[src/rtl/ratpg_pkg.sv]
// Shared constants, register indexes and types for the AM tone raster generator.
package ratpg_pkg;

   localparam int COORD_BITS_DEFAULT      = 12;
   localparam int PHASE_FRAC_BITS_DEFAULT = 24;

   localparam int PHASE_BITS = 32;
   localparam int SIZE_BITS  = 13;
   localparam int SPAN_BITS  = 14;
   localparam int ADDR_BITS  = 5;
   localparam int DATA_BITS  = 32;
   localparam int SETTLE_CYCLES = 3;
   localparam int SETTLE_BITS   = 2;

   localparam logic [SIZE_BITS-1:0] WIDTH_RESET  = SIZE_BITS'(640);
   localparam logic [SIZE_BITS-1:0] HEIGHT_RESET = SIZE_BITS'(480);
   localparam logic [SPAN_BITS-1:0] SPAN_RESET   = SPAN_BITS'(800);

   typedef enum logic [2:0] {
      REG_TONE_INC    = 3'd0,
      REG_CARRIER_INC = 3'd1,
      REG_WIDTH       = 3'd2,
      REG_HEIGHT      = 3'd3,
      REG_SPAN        = 3'd4
   } csr_index_type;

   typedef struct packed {
      logic [PHASE_BITS-1:0] tone_inc;
      logic [PHASE_BITS-1:0] carrier_inc;
      logic [PHASE_BITS-1:0] tone_line;
      logic [PHASE_BITS-1:0] carrier_line;
   } phase_step_type;

endpackage

[src/rtl/ratpg_req_if.sv]
// Request channel carrying the frame restart flag.
interface ratpg_req_if;
   logic valid;
   logic ready;
   logic start_frame;

   modport source (output valid, output start_frame, input ready);
   modport sink   (input valid, input start_frame, output ready);
endinterface

[src/rtl/ratpg_rsp_if.sv]
// Response channel carrying one generated pixel.
interface ratpg_rsp_if #(
   parameter int COORD_BITS = ratpg_pkg::COORD_BITS_DEFAULT
);
   logic                  valid;
   logic                  ready;
   logic                  pixel_on;
   logic [COORD_BITS-1:0] column;
   logic [COORD_BITS-1:0] row;
   logic                  frame_end;

   modport source (output valid, output pixel_on, output column, output row,
                   output frame_end, input ready);
   modport sink   (input valid, input pixel_on, input column, input row,
                   input frame_end, output ready);
endinterface

[src/rtl/ratpg_csr.sv]
// Configuration registers and precomputed per-line phase steps.
module ratpg_csr #(
   parameter int COORD_BITS = ratpg_pkg::COORD_BITS_DEFAULT
) (
   input  logic                              clock,
   input  logic                              reset,
   input  logic                              psel,
   input  logic                              penable,
   input  logic                              pwrite,
   input  logic [ratpg_pkg::ADDR_BITS-1:0]   paddr,
   input  logic [ratpg_pkg::DATA_BITS-1:0]   pwdata,
   output logic [ratpg_pkg::DATA_BITS-1:0]   prdata,
   output logic                              pready,
   output logic [COORD_BITS-1:0]             width_last,
   output logic [COORD_BITS-1:0]             height_last,
   output ratpg_pkg::phase_step_type         steps,
   output logic                              settling
);

   localparam int ExtBits = (COORD_BITS + 1 > ratpg_pkg::SPAN_BITS) ?
                            COORD_BITS + 1 : ratpg_pkg::SPAN_BITS;
   localparam logic [ExtBits-1:0] CoordLimit = ExtBits'(1) << COORD_BITS;

   logic [ratpg_pkg::PHASE_BITS-1:0] tone_inc_ff, tone_inc_in;
   logic [ratpg_pkg::PHASE_BITS-1:0] carrier_inc_ff, carrier_inc_in;
   logic [ratpg_pkg::SIZE_BITS-1:0]  width_ff, width_in;
   logic [ratpg_pkg::SIZE_BITS-1:0]  height_ff, height_in;
   logic [ratpg_pkg::SPAN_BITS-1:0]  span_ff, span_in;
   logic [ratpg_pkg::SETTLE_BITS-1:0] settle_ff, settle_in;

   logic [COORD_BITS-1:0]            width_last_ff, width_last_in;
   logic [COORD_BITS-1:0]            height_last_ff, height_last_in;
   logic [ratpg_pkg::SPAN_BITS-1:0]  gap_ff, gap_in;
   logic [ratpg_pkg::PHASE_BITS-1:0] tone_prod_ff, tone_prod_in;
   logic [ratpg_pkg::PHASE_BITS-1:0] carrier_prod_ff, carrier_prod_in;
   logic [ratpg_pkg::PHASE_BITS-1:0] tone_line_ff, tone_line_in;
   logic [ratpg_pkg::PHASE_BITS-1:0] carrier_line_ff, carrier_line_in;

   logic                             write_en;
   ratpg_pkg::csr_index_type         index;
   logic [ExtBits-1:0]               width_eff;
   logic [ExtBits-1:0]               height_eff;
   logic [ExtBits-1:0]               span_ext;

   function automatic logic [ExtBits-1:0] clamp_size(
      input logic [ratpg_pkg::SIZE_BITS-1:0] v
   );
      logic [ExtBits-1:0] ext;
      ext = ExtBits'(v);
      if (ext == '0) begin
         return ExtBits'(1);
      end else if (ext > CoordLimit) begin
         return CoordLimit;
      end
      return ext;
   endfunction

   assign pready   = 1'b1;
   assign write_en = psel && penable && pwrite;
   assign index    = ratpg_pkg::csr_index_type'(paddr[4:2]);

   always_comb begin
      tone_inc_in    = tone_inc_ff;
      carrier_inc_in = carrier_inc_ff;
      width_in       = width_ff;
      height_in      = height_ff;
      span_in        = span_ff;
      prdata         = '0;
      unique case (index)
         ratpg_pkg::REG_TONE_INC: begin
            prdata = tone_inc_ff;
            if (write_en) tone_inc_in = pwdata;
         end
         ratpg_pkg::REG_CARRIER_INC: begin
            prdata = carrier_inc_ff;
            if (write_en) carrier_inc_in = pwdata;
         end
         ratpg_pkg::REG_WIDTH: begin
            prdata = ratpg_pkg::DATA_BITS'(width_ff);
            if (write_en) width_in = pwdata[ratpg_pkg::SIZE_BITS-1:0];
         end
         ratpg_pkg::REG_HEIGHT: begin
            prdata = ratpg_pkg::DATA_BITS'(height_ff);
            if (write_en) height_in = pwdata[ratpg_pkg::SIZE_BITS-1:0];
         end
         ratpg_pkg::REG_SPAN: begin
            prdata = ratpg_pkg::DATA_BITS'(span_ff);
            if (write_en) span_in = pwdata[ratpg_pkg::SPAN_BITS-1:0];
         end
         default: begin
            prdata = '0;
         end
      endcase
   end

   // hold off requests until the derived steps reflect the new settings
   always_comb begin
      if (write_en) begin
         settle_in = ratpg_pkg::SETTLE_BITS'(ratpg_pkg::SETTLE_CYCLES);
      end else if (settle_ff != '0) begin
         settle_in = settle_ff - 1'b1;
      end else begin
         settle_in = settle_ff;
      end
   end

   always_comb begin
      width_eff      = clamp_size(width_ff);
      height_eff     = clamp_size(height_ff);
      span_ext       = ExtBits'(span_ff);
      width_last_in  = COORD_BITS'(width_eff - 1'b1);
      height_last_in = COORD_BITS'(height_eff - 1'b1);
      gap_in         = (span_ext > width_eff) ?
                       ratpg_pkg::SPAN_BITS'(span_ext - width_eff) : '0;
      tone_prod_in    = ratpg_pkg::PHASE_BITS'(gap_ff) * tone_inc_ff;
      carrier_prod_in = ratpg_pkg::PHASE_BITS'(gap_ff) * carrier_inc_ff;
      tone_line_in    = tone_prod_ff + tone_inc_ff;
      carrier_line_in = carrier_prod_ff + carrier_inc_ff;
   end

   always_ff @(posedge clock) begin
      if (reset) begin
         tone_inc_ff    <= '0;
         carrier_inc_ff <= '0;
         width_ff       <= ratpg_pkg::WIDTH_RESET;
         height_ff      <= ratpg_pkg::HEIGHT_RESET;
         span_ff        <= ratpg_pkg::SPAN_RESET;
         settle_ff      <= ratpg_pkg::SETTLE_BITS'(ratpg_pkg::SETTLE_CYCLES);
      end else begin
         tone_inc_ff    <= tone_inc_in;
         carrier_inc_ff <= carrier_inc_in;
         width_ff       <= width_in;
         height_ff      <= height_in;
         span_ff        <= span_in;
         settle_ff      <= settle_in;
      end
   end

   always_ff @(posedge clock) begin
      width_last_ff   <= width_last_in;
      height_last_ff  <= height_last_in;
      gap_ff          <= gap_in;
      tone_prod_ff    <= tone_prod_in;
      carrier_prod_ff <= carrier_prod_in;
      tone_line_ff    <= tone_line_in;
      carrier_line_ff <= carrier_line_in;
   end

   assign width_last         = width_last_ff;
   assign height_last        = height_last_ff;
   assign steps.tone_inc     = tone_inc_ff;
   assign steps.carrier_inc  = carrier_inc_ff;
   assign steps.tone_line    = tone_line_ff;
   assign steps.carrier_line = carrier_line_ff;
   assign settling           = (settle_ff != '0);

endmodule

[src/rtl/raster_am_tone_pattern_gen.sv]
// Top level: raster pixel generator whose light pattern carries an AM audio tone.
// An accepted request's pixel is registered and appears on the response channel in the cycle after.
// Throughput: one request per cycle; a request enters in the cycle the previous
// pixel is taken and is held off while that pixel waits.
// After reset, and after each register write, requests are held off while the
// per-line phase steps ((gap plus one) times increment) pass their registers.
// Reset clears counters, phases and registers to their documented values.
module raster_am_tone_pattern_gen #(
   parameter int COORD_BITS      = ratpg_pkg::COORD_BITS_DEFAULT,
   parameter int PHASE_FRAC_BITS = ratpg_pkg::PHASE_FRAC_BITS_DEFAULT
) (
   input  logic                            clock,
   input  logic                            reset,
   ratpg_req_if.sink                       req,
   ratpg_rsp_if.source                     rsp,
   input  logic                            psel,
   input  logic                            penable,
   input  logic                            pwrite,
   input  logic [ratpg_pkg::ADDR_BITS-1:0] paddr,
   input  logic [ratpg_pkg::DATA_BITS-1:0] pwdata,
   output logic [ratpg_pkg::DATA_BITS-1:0] prdata,
   output logic                            pready
);

   logic [COORD_BITS-1:0]     width_last;
   logic [COORD_BITS-1:0]     height_last;
   ratpg_pkg::phase_step_type steps;
   logic                      settling;

   logic [ratpg_pkg::PHASE_BITS-1:0] tone_ff, tone_in;
   logic [ratpg_pkg::PHASE_BITS-1:0] carrier_ff, carrier_in;
   logic [COORD_BITS-1:0]            col_ff, col_in;
   logic [COORD_BITS-1:0]            row_ff, row_in;
   logic                             line_odd_ff, line_odd_in;

   logic                  rsp_valid_ff, rsp_valid_in;
   logic                  pixel_on_ff, pixel_on_in;
   logic [COORD_BITS-1:0] column_ff, column_in;
   logic [COORD_BITS-1:0] row_out_ff, row_out_in;
   logic                  frame_end_ff, frame_end_in;

   logic                             accept;
   logic [ratpg_pkg::PHASE_BITS-1:0] cur_tone;
   logic [ratpg_pkg::PHASE_BITS-1:0] cur_carrier;
   logic [COORD_BITS-1:0]            cur_col;
   logic [COORD_BITS-1:0]            cur_row;
   logic                             cur_odd;
   logic                             last_col;
   logic                             last_row;
   logic [ratpg_pkg::PHASE_BITS-1:0] line_tone;

   ratpg_csr #(
      .COORD_BITS (COORD_BITS)
   ) u_csr (
      .clock       (clock),
      .reset       (reset),
      .psel        (psel),
      .penable     (penable),
      .pwrite      (pwrite),
      .paddr       (paddr),
      .pwdata      (pwdata),
      .prdata      (prdata),
      .pready      (pready),
      .width_last  (width_last),
      .height_last (height_last),
      .steps       (steps),
      .settling    (settling)
   );

   assign req.ready = (!rsp_valid_ff || rsp.ready) && !settling;
   assign accept    = req.valid && req.ready;

   always_comb begin
      cur_tone    = req.start_frame ? '0 : tone_ff;
      cur_carrier = req.start_frame ? '0 : carrier_ff;
      cur_col     = req.start_frame ? '0 : col_ff;
      cur_row     = req.start_frame ? '0 : row_ff;
      cur_odd     = req.start_frame ? 1'b0 : line_odd_ff;
      last_col    = (cur_col >= width_last);
      last_row    = (cur_row >= height_last);
      line_tone   = cur_tone + steps.tone_line;

      pixel_on_in  = !cur_odd && cur_carrier[PHASE_FRAC_BITS];
      column_in    = cur_col;
      row_out_in   = cur_row;
      frame_end_in = last_col && last_row;

      tone_in     = tone_ff;
      carrier_in  = carrier_ff;
      col_in      = col_ff;
      row_in      = row_ff;
      line_odd_in = line_odd_ff;
      if (accept) begin
         priority if (!last_col) begin
            tone_in     = cur_tone + steps.tone_inc;
            carrier_in  = cur_carrier + steps.carrier_inc;
            col_in      = cur_col + 1'b1;
            row_in      = cur_row;
            line_odd_in = cur_odd;
         end else if (last_row) begin
            tone_in     = '0;
            carrier_in  = '0;
            col_in      = '0;
            row_in      = '0;
            line_odd_in = 1'b0;
         end else begin
            tone_in     = line_tone;
            carrier_in  = cur_carrier + steps.carrier_line;
            col_in      = '0;
            row_in      = cur_row + 1'b1;
            line_odd_in = line_tone[PHASE_FRAC_BITS];
         end
      end

      if (accept) begin
         rsp_valid_in = 1'b1;
      end else if (rsp.ready) begin
         rsp_valid_in = 1'b0;
      end else begin
         rsp_valid_in = rsp_valid_ff;
      end
   end

   always_ff @(posedge clock) begin
      if (reset) begin
         tone_ff      <= '0;
         carrier_ff   <= '0;
         col_ff       <= '0;
         row_ff       <= '0;
         line_odd_ff  <= 1'b0;
         rsp_valid_ff <= 1'b0;
      end else begin
         tone_ff      <= tone_in;
         carrier_ff   <= carrier_in;
         col_ff       <= col_in;
         row_ff       <= row_in;
         line_odd_ff  <= line_odd_in;
         rsp_valid_ff <= rsp_valid_in;
      end
   end

   always_ff @(posedge clock) begin
      if (accept) begin
         pixel_on_ff  <= pixel_on_in;
         column_ff    <= column_in;
         row_out_ff   <= row_out_in;
         frame_end_ff <= frame_end_in;
      end
   end

   assign rsp.valid     = rsp_valid_ff;
   assign rsp.pixel_on  = pixel_on_ff;
   assign rsp.column    = column_ff;
   assign rsp.row       = row_out_ff;
   assign rsp.frame_end = frame_end_ff;

   a_settle_blocks: assert property (@(posedge clock) disable iff (reset)
      settling |-> !req.ready)
      else $error("request accepted while phase steps settle");

   a_accept_fills: assert property (@(posedge clock) disable iff (reset)
      accept |=> rsp_valid_ff)
      else $error("accepted request produced no pixel");

   a_frame_wrap: assert property (@(posedge clock) disable iff (reset)
      accept && last_col && last_row |=>
         col_ff == '0 && row_ff == '0 && tone_ff == '0 && carrier_ff == '0)
      else $error("frame end did not return to pixel zero");

   a_black_line: assert property (@(posedge clock) disable iff (reset)
      accept && cur_odd |=> !pixel_on_ff)
      else $error("pixel lit on a tone-odd line");

endmodule

[src/flat_wrapper.sv]
// flat-port wrapper written by rule: the top's interface ports become plain ports
module raster_am_tone_pattern_gen_flat 
#(
   parameter int COORD_BITS      = ratpg_pkg::COORD_BITS_DEFAULT,
   parameter int PHASE_FRAC_BITS = ratpg_pkg::PHASE_FRAC_BITS_DEFAULT
)
  (clock, reset, psel, penable, pwrite, paddr, pwdata, prdata, pready, req_valid, req_start_frame, req_ready, rsp_valid, rsp_pixel_on, rsp_column, rsp_row, rsp_frame_end, rsp_ready);
  ratpg_req_if req_i ();
  ratpg_rsp_if #(.COORD_BITS(COORD_BITS)) rsp_i ();
  input  logic clock;
  input  logic reset;
  input  logic psel;
  input  logic penable;
  input  logic pwrite;
  input  logic [ratpg_pkg::ADDR_BITS-1:0] paddr;
  input  logic [ratpg_pkg::DATA_BITS-1:0] pwdata;
  output logic [ratpg_pkg::DATA_BITS-1:0] prdata;
  output logic pready;
  input wire logic [$bits(req_i.valid)-1:0] req_valid;
  input wire logic [$bits(req_i.start_frame)-1:0] req_start_frame;
  output wire logic [$bits(req_i.ready)-1:0] req_ready;
  output wire logic [$bits(rsp_i.valid)-1:0] rsp_valid;
  output wire logic [$bits(rsp_i.pixel_on)-1:0] rsp_pixel_on;
  output wire logic [$bits(rsp_i.column)-1:0] rsp_column;
  output wire logic [$bits(rsp_i.row)-1:0] rsp_row;
  output wire logic [$bits(rsp_i.frame_end)-1:0] rsp_frame_end;
  input wire logic [$bits(rsp_i.ready)-1:0] rsp_ready;
  assign req_i.valid = req_valid;
  assign req_i.start_frame = req_start_frame;
  assign req_ready = req_i.ready;
  assign rsp_valid = rsp_i.valid;
  assign rsp_pixel_on = rsp_i.pixel_on;
  assign rsp_column = rsp_i.column;
  assign rsp_row = rsp_i.row;
  assign rsp_frame_end = rsp_i.frame_end;
  assign rsp_i.ready = rsp_ready;
  raster_am_tone_pattern_gen #(.COORD_BITS(COORD_BITS), .PHASE_FRAC_BITS(PHASE_FRAC_BITS)) u_core (.clock(clock), .reset(reset), .req(req_i), .rsp(rsp_i), .psel(psel), .penable(penable), .pwrite(pwrite), .paddr(paddr), .pwdata(pwdata), .prdata(prdata), .pready(pready));
endmodule
[config.mk]
export PLATFORM = sky130hd
export DESIGN_NAME = raster_am_tone_pattern_gen_flat
export DESIGN_NICKNAME = d
export VERILOG_FILES = /design/src/rtl/ratpg_pkg.sv /design/src/rtl/ratpg_req_if.sv /design/src/rtl/ratpg_rsp_if.sv /design/src/rtl/ratpg_csr.sv /design/src/rtl/raster_am_tone_pattern_gen.sv /design/src/flat_wrapper.sv
export SDC_FILE = /design/constraint.sdc
export NUM_CORES = 2
export LEC_CHECK = 0
export ABC_AREA = 1
export BUFFER_PORTS_ARGS = -buffer_cell sky130_fd_sc_hd__buf_4
export CAP_MARGIN = 25
export CELL_PAD_IN_SITES_DETAIL_PLACEMENT = 1
export CELL_PAD_IN_SITES_GLOBAL_PLACEMENT = 2
export CORE_ASPECT_RATIO = 1.5
export CORE_MARGIN = 5
export CORE_UTILIZATION = 33
export DETAILED_ROUTE_END_ITERATION = 10
export GPL_TIMING_DRIVEN = 0
export PLACE_DENSITY_LB_ADDON = 0.1
export SETUP_SLACK_MARGIN = 0.1
export SLEW_MARGIN = 20
export SYNTH_ARGS = -nofsm -noshare
export SYNTH_HDL_FRONTEND = slang
export SYNTH_SLANG_ARGS = --single-unit
[constraint.sdc]
create_clock -name clock -period 5.28 [get_ports clock]
set_clock_uncertainty 0.05 [all_clocks]
set_input_delay 0.264 -clock clock [delete_from_list [all_inputs] [get_ports clock]]
set_output_delay 0.264 -clock clock [all_outputs]
set_load 0.03 [all_outputs]
==> summary.txt <==
Layout
  – Layout Nets: a little under 7000
  – Footprint of the multi-input gates: about 28000 µm²
  – Layout area overhead: 20.34%
  – Register area: about 7300 µm²
  – Fraction of layout cells with a size suffix above 1: roughly an eighth
  – # fillers: ~15000

Synth
  – Synth top cells by count: 1597 x nand2_1, 1259 x inv_1, 511 x nor2_1, 383 x fa_1, 320 x dfxtp_1
  – Top_reg_cell synth: dfxtp_1
  – Area contributors post-synth: fa_1 19%, dfxtp_1 16%, nand2_1 15%
  – Seq cells post-synth: 346
  – Post-Syn Area: 39510 µm²
  – Yosys top cell area share: about a fifth
  – Synthesized instance count: 5853
  – Cell accounting for the most synthesized area: fa_1
  – Yosys Warn Count: 0
  – Share of synthesized registers carrying an async set or reset: 0%
  – Avg Cell Area, Syn: approximately 6.8 µm²
  – Count leader, synth: nand2_1
  – Sequential share of the synthesized area: around 18%
  – EDFF count, synth: 26
  – Cell variety after synth: 47
  – Synth Net Count: about 6600

Clock network
  – Clk_lat worst skew: roughly 0.60 ns
  – CTS tree: yes
  – Root buffer cell: clkbuf_16
  – CTS Buf Count: 39
  – H-tree levels: 2
  – Max Root-Sink Buffers: 3
  – TritonCTS Sinks: roughly 350
  – Clock-pin slew of the registers on the worst-case setup and hold paths: approximately 0.07 ns

Timing
  – Setup TNS: -4.030 ns
  – Slew @ Worst Pin: between 1 and 1.5 ns
  – Tcrit/Tclk final: 104.7%
  – Fin. Hold Viols: 0
  – Final Max Tran Viols: 0
  – Final worst slack: -0.2469 ns
  – Setup violators final: 24
  – Tmin final: 5.527 ns
  – Slew headroom: roughly a quarter
  – Fmax: 180.9 MHz
  – RSZ-0062 raised after global routing: true

Drt
  – Wire per inst: roughly 24 µm
  – Via density: 5.003
  – Routed Antenna Nets: 0
  – Drt first pass iters: 5
  – Post-Route WL: 185300 µm
  – DR vias: 38890
  – DRT iter0 DRCs: 2022
  – DRC violations left: 0

Worst setup path
  – Reg2reg path depth: 23
  – Critical path class: reg -> reg
  – CP Launch Type: flop
  – Crit-path max FO: 7
  – R2R setup slack: -0.25 ns
  – Worst EP arrival: 6.01 ns
  – CP startpoint: u_core.u_csr.gap_ff[2]$_SDFF_PP0_
  – Worst reg2reg path startpoint: u_core.u_csr.gap_ff[2]$_SDFF_PP0_
  – Worst Setup End Kind: flop
  – Reg2reg end: u_core.u_csr.carrier_prod_ff[24]$_DFF_P_
  – Required time of the critical path: about 5.8 ns

Floorplanning
  – Chip width: between 200 and 300 µm
  – IO Pins: 106
  – Die Area: approximately 130000 µm²
  – Core Footprint: between 100000 and 150000 µm²
  – Die height: around 430 µm
  – # rows: between 150 and 200
  – Initial cell density of the core: 33.18%

Power and ir drop
  – Max VDD drop: roughly 0.18 mV
  – Pwr Density: 144.7 nW/µm²
  – Leakage: between 20 and 30 nW
  – Power Total: roughly 6.9 mW

GRT
  – First-pass GRT wire length: 271000 µm
  – GRT Overall Usage: between 20 and 30%
  – Vias in the first global route: about 42000
  – GRT overflow: 0
  – Largest net degree at the start of global routing: 36
  – Initial antenna violation count: 5

Min path
  – Hold Crit Class: in -> reg
  – Hold_sp: rsp_ready
  – Hold path cells: 6
  – Worst hold endpoint: u_core.rsp.valid$_SDFFE_PP0P_

Outcome
  – Failing checks: setup timing
  – Outcome: finished with violations

Job
  – Max-Cap Viols: 0

Placed design
  – Port bufs: between 100 and 150
  – Final Wtd Congestion: around 0.9
  – HPWL Detailed: approximately 150000 µm
==> layout make-up <==
type,instances,share of cell area [%]
Clock inverter,20,0.3184
Clock buffer,52,2.284
Tap cell,1570,4.131
Timing Repair Buffer,281,5.160
Inverter,1266,9.999
Sequential cell,346,15.42
Multi-Input combinational cell,4060,59.03
Buffer,177,3.642
Antenna cell,2,0.01053
==> sequential cells by signal, summed over array words and instances (netlist names), 14 cells and up <==
| signal | count |
|---|---|
| u_core.u_csr.carrier_inc_ff | 32 |
| u_core.u_csr.tone_inc_ff | 32 |
| u_core.carrier_ff | 25 |
| u_core.tone_ff | 25 |
| u_core.u_csr.carrier_line_ff | 25 |
| u_core.u_csr.carrier_prod_ff | 25 |
| u_core.u_csr.tone_line_ff | 25 |
| u_core.u_csr.tone_prod_ff | 25 |
| u_core.u_csr.gap_ff | 14 |
| u_core.u_csr.span_ext | 14 |
==> cells in the final DEF (no fill, tap or decap), types with 32 or more instances in the layout <==
cell type / count
o21ai_0: 237
fa_1: 369
dfxtp_1: 271
inv_2: 50
ha_1: 259
clkbuf_8: 36
nor3_1: 37
nand4_1: 74
buf_4: 224
nand3_1: 242
xnor2_1: 56
dfxtp_4: 34
inv_1: 1213
a21oi_1: 261
nor2_1: 495
nand2_2: 41
clkbuf_1: 67
nand2_1: 1534
xor2_1: 107
clkbuf_16: 61
dlygate4sd3_1: 32
==> per-stage QoR <==
stage / setup slack (ns) / utilization (%) / cell area (µm²) / hold WS (ns) / std cells
3_3_place_gp: -1.997 / 35.52 / 42290 / 0.3918 / 7525
4_1_cts: -0.2541 / 39.65 / 47210 / 0.01115 / 7764
6_report: -0.2469 / 39.93 / 47550 / 0.04706 / 7774
3_5_place_dp: -1.797 / 35.58 / 42360 / 0.4079 / 7529
5_1_grt: -0.4443 / 39.93 / 47540 / 0.05182 / 7772
2_1_floorplan: 0.08259 / - / 39560 / 0.3403 / 5853
==> worst max path at each step <==
stage / to / slack (ns)
floorplan: u_core.u_csr.tone_prod_ff[17]$_DFF_P_ / 0.08
global placement: u_core.u_csr.carrier_prod_ff[24]$_DFF_P_ / -2.00
detailed placement: u_core.u_csr.carrier_prod_ff[24]$_DFF_P_ / -1.80
CTS: u_core.u_csr.carrier_prod_ff[24]$_DFF_P_ / -0.25
global route: u_core.u_csr.tone_prod_ff[24]$_DFF_P_ / -0.44
finish: u_core.u_csr.carrier_prod_ff[24]$_DFF_P_ / -0.25
==> cells by family after synthesis <==
group | Yosys count | share of synthesized area (%)
other cells | 1 | 0.009490
xor+xnor | 166 | 3.679
simple gates | 2544 | 26.20
buf+inv | 1447 | 13.88
flops | 346 | 18.19
fa+ha+maj | 673 | 28.59
compound gates | 676 | 9.455
==> worst max-delay path, stage by stage (launching register included) <==
cell and delay (ns):
dfxtp_2 0.37, buf_12 0.17, buf_12 0.16, nand2_1 0.07
fa_1 0.48, fa_1 0.50, inv_1 0.06, fa_1 0.49
inv_1 0.05, fa_1 0.60, fa_2 0.50, fa_1 0.56
inv_2 0.06, ha_4 0.32, nand2_4 0.08, inv_4 0.07
nand2_4 0.05, nor3_4 0.17, nand4_1 0.17, nand3_4 0.19
nand2_2 0.06, nand3_2 0.07, nand3_1 0.08, nand2_1 0.06
==> report_power, final <==
part / internal (mW) / leakage [nW] / switching (mW)
logic: 0.473 / 22.4 / 0.835
clock network: 1.51 / 0.597 / 1.26
registers: 2.72 / 2.86 / 0.0830
total: 4.70 / 25.9 / 2.18
==> metal layers <==
layer	global-route usage, %	vias to the layer above	share of wire [%]
li1	-	18490	-
met4	13.76	0	6.1
met2	52.69	856	50
met3	2.580	314	4.0
met5	0	-	0
met1	33.58	19240	40
==> timing repair <==
item / 4_1_cts / 5_1_grt
pin swaps: 126 / 47
hold buffers: 32 / 0
cloned: 2 / 0
endpoints found under the hold margin: 88 / 0
endpoints found under the setup margin: 38 / 33
buffers inserted: 133 / 9
resized for setup: 605 / 75
No activity file was read; power rests on OpenSTA's default activity.
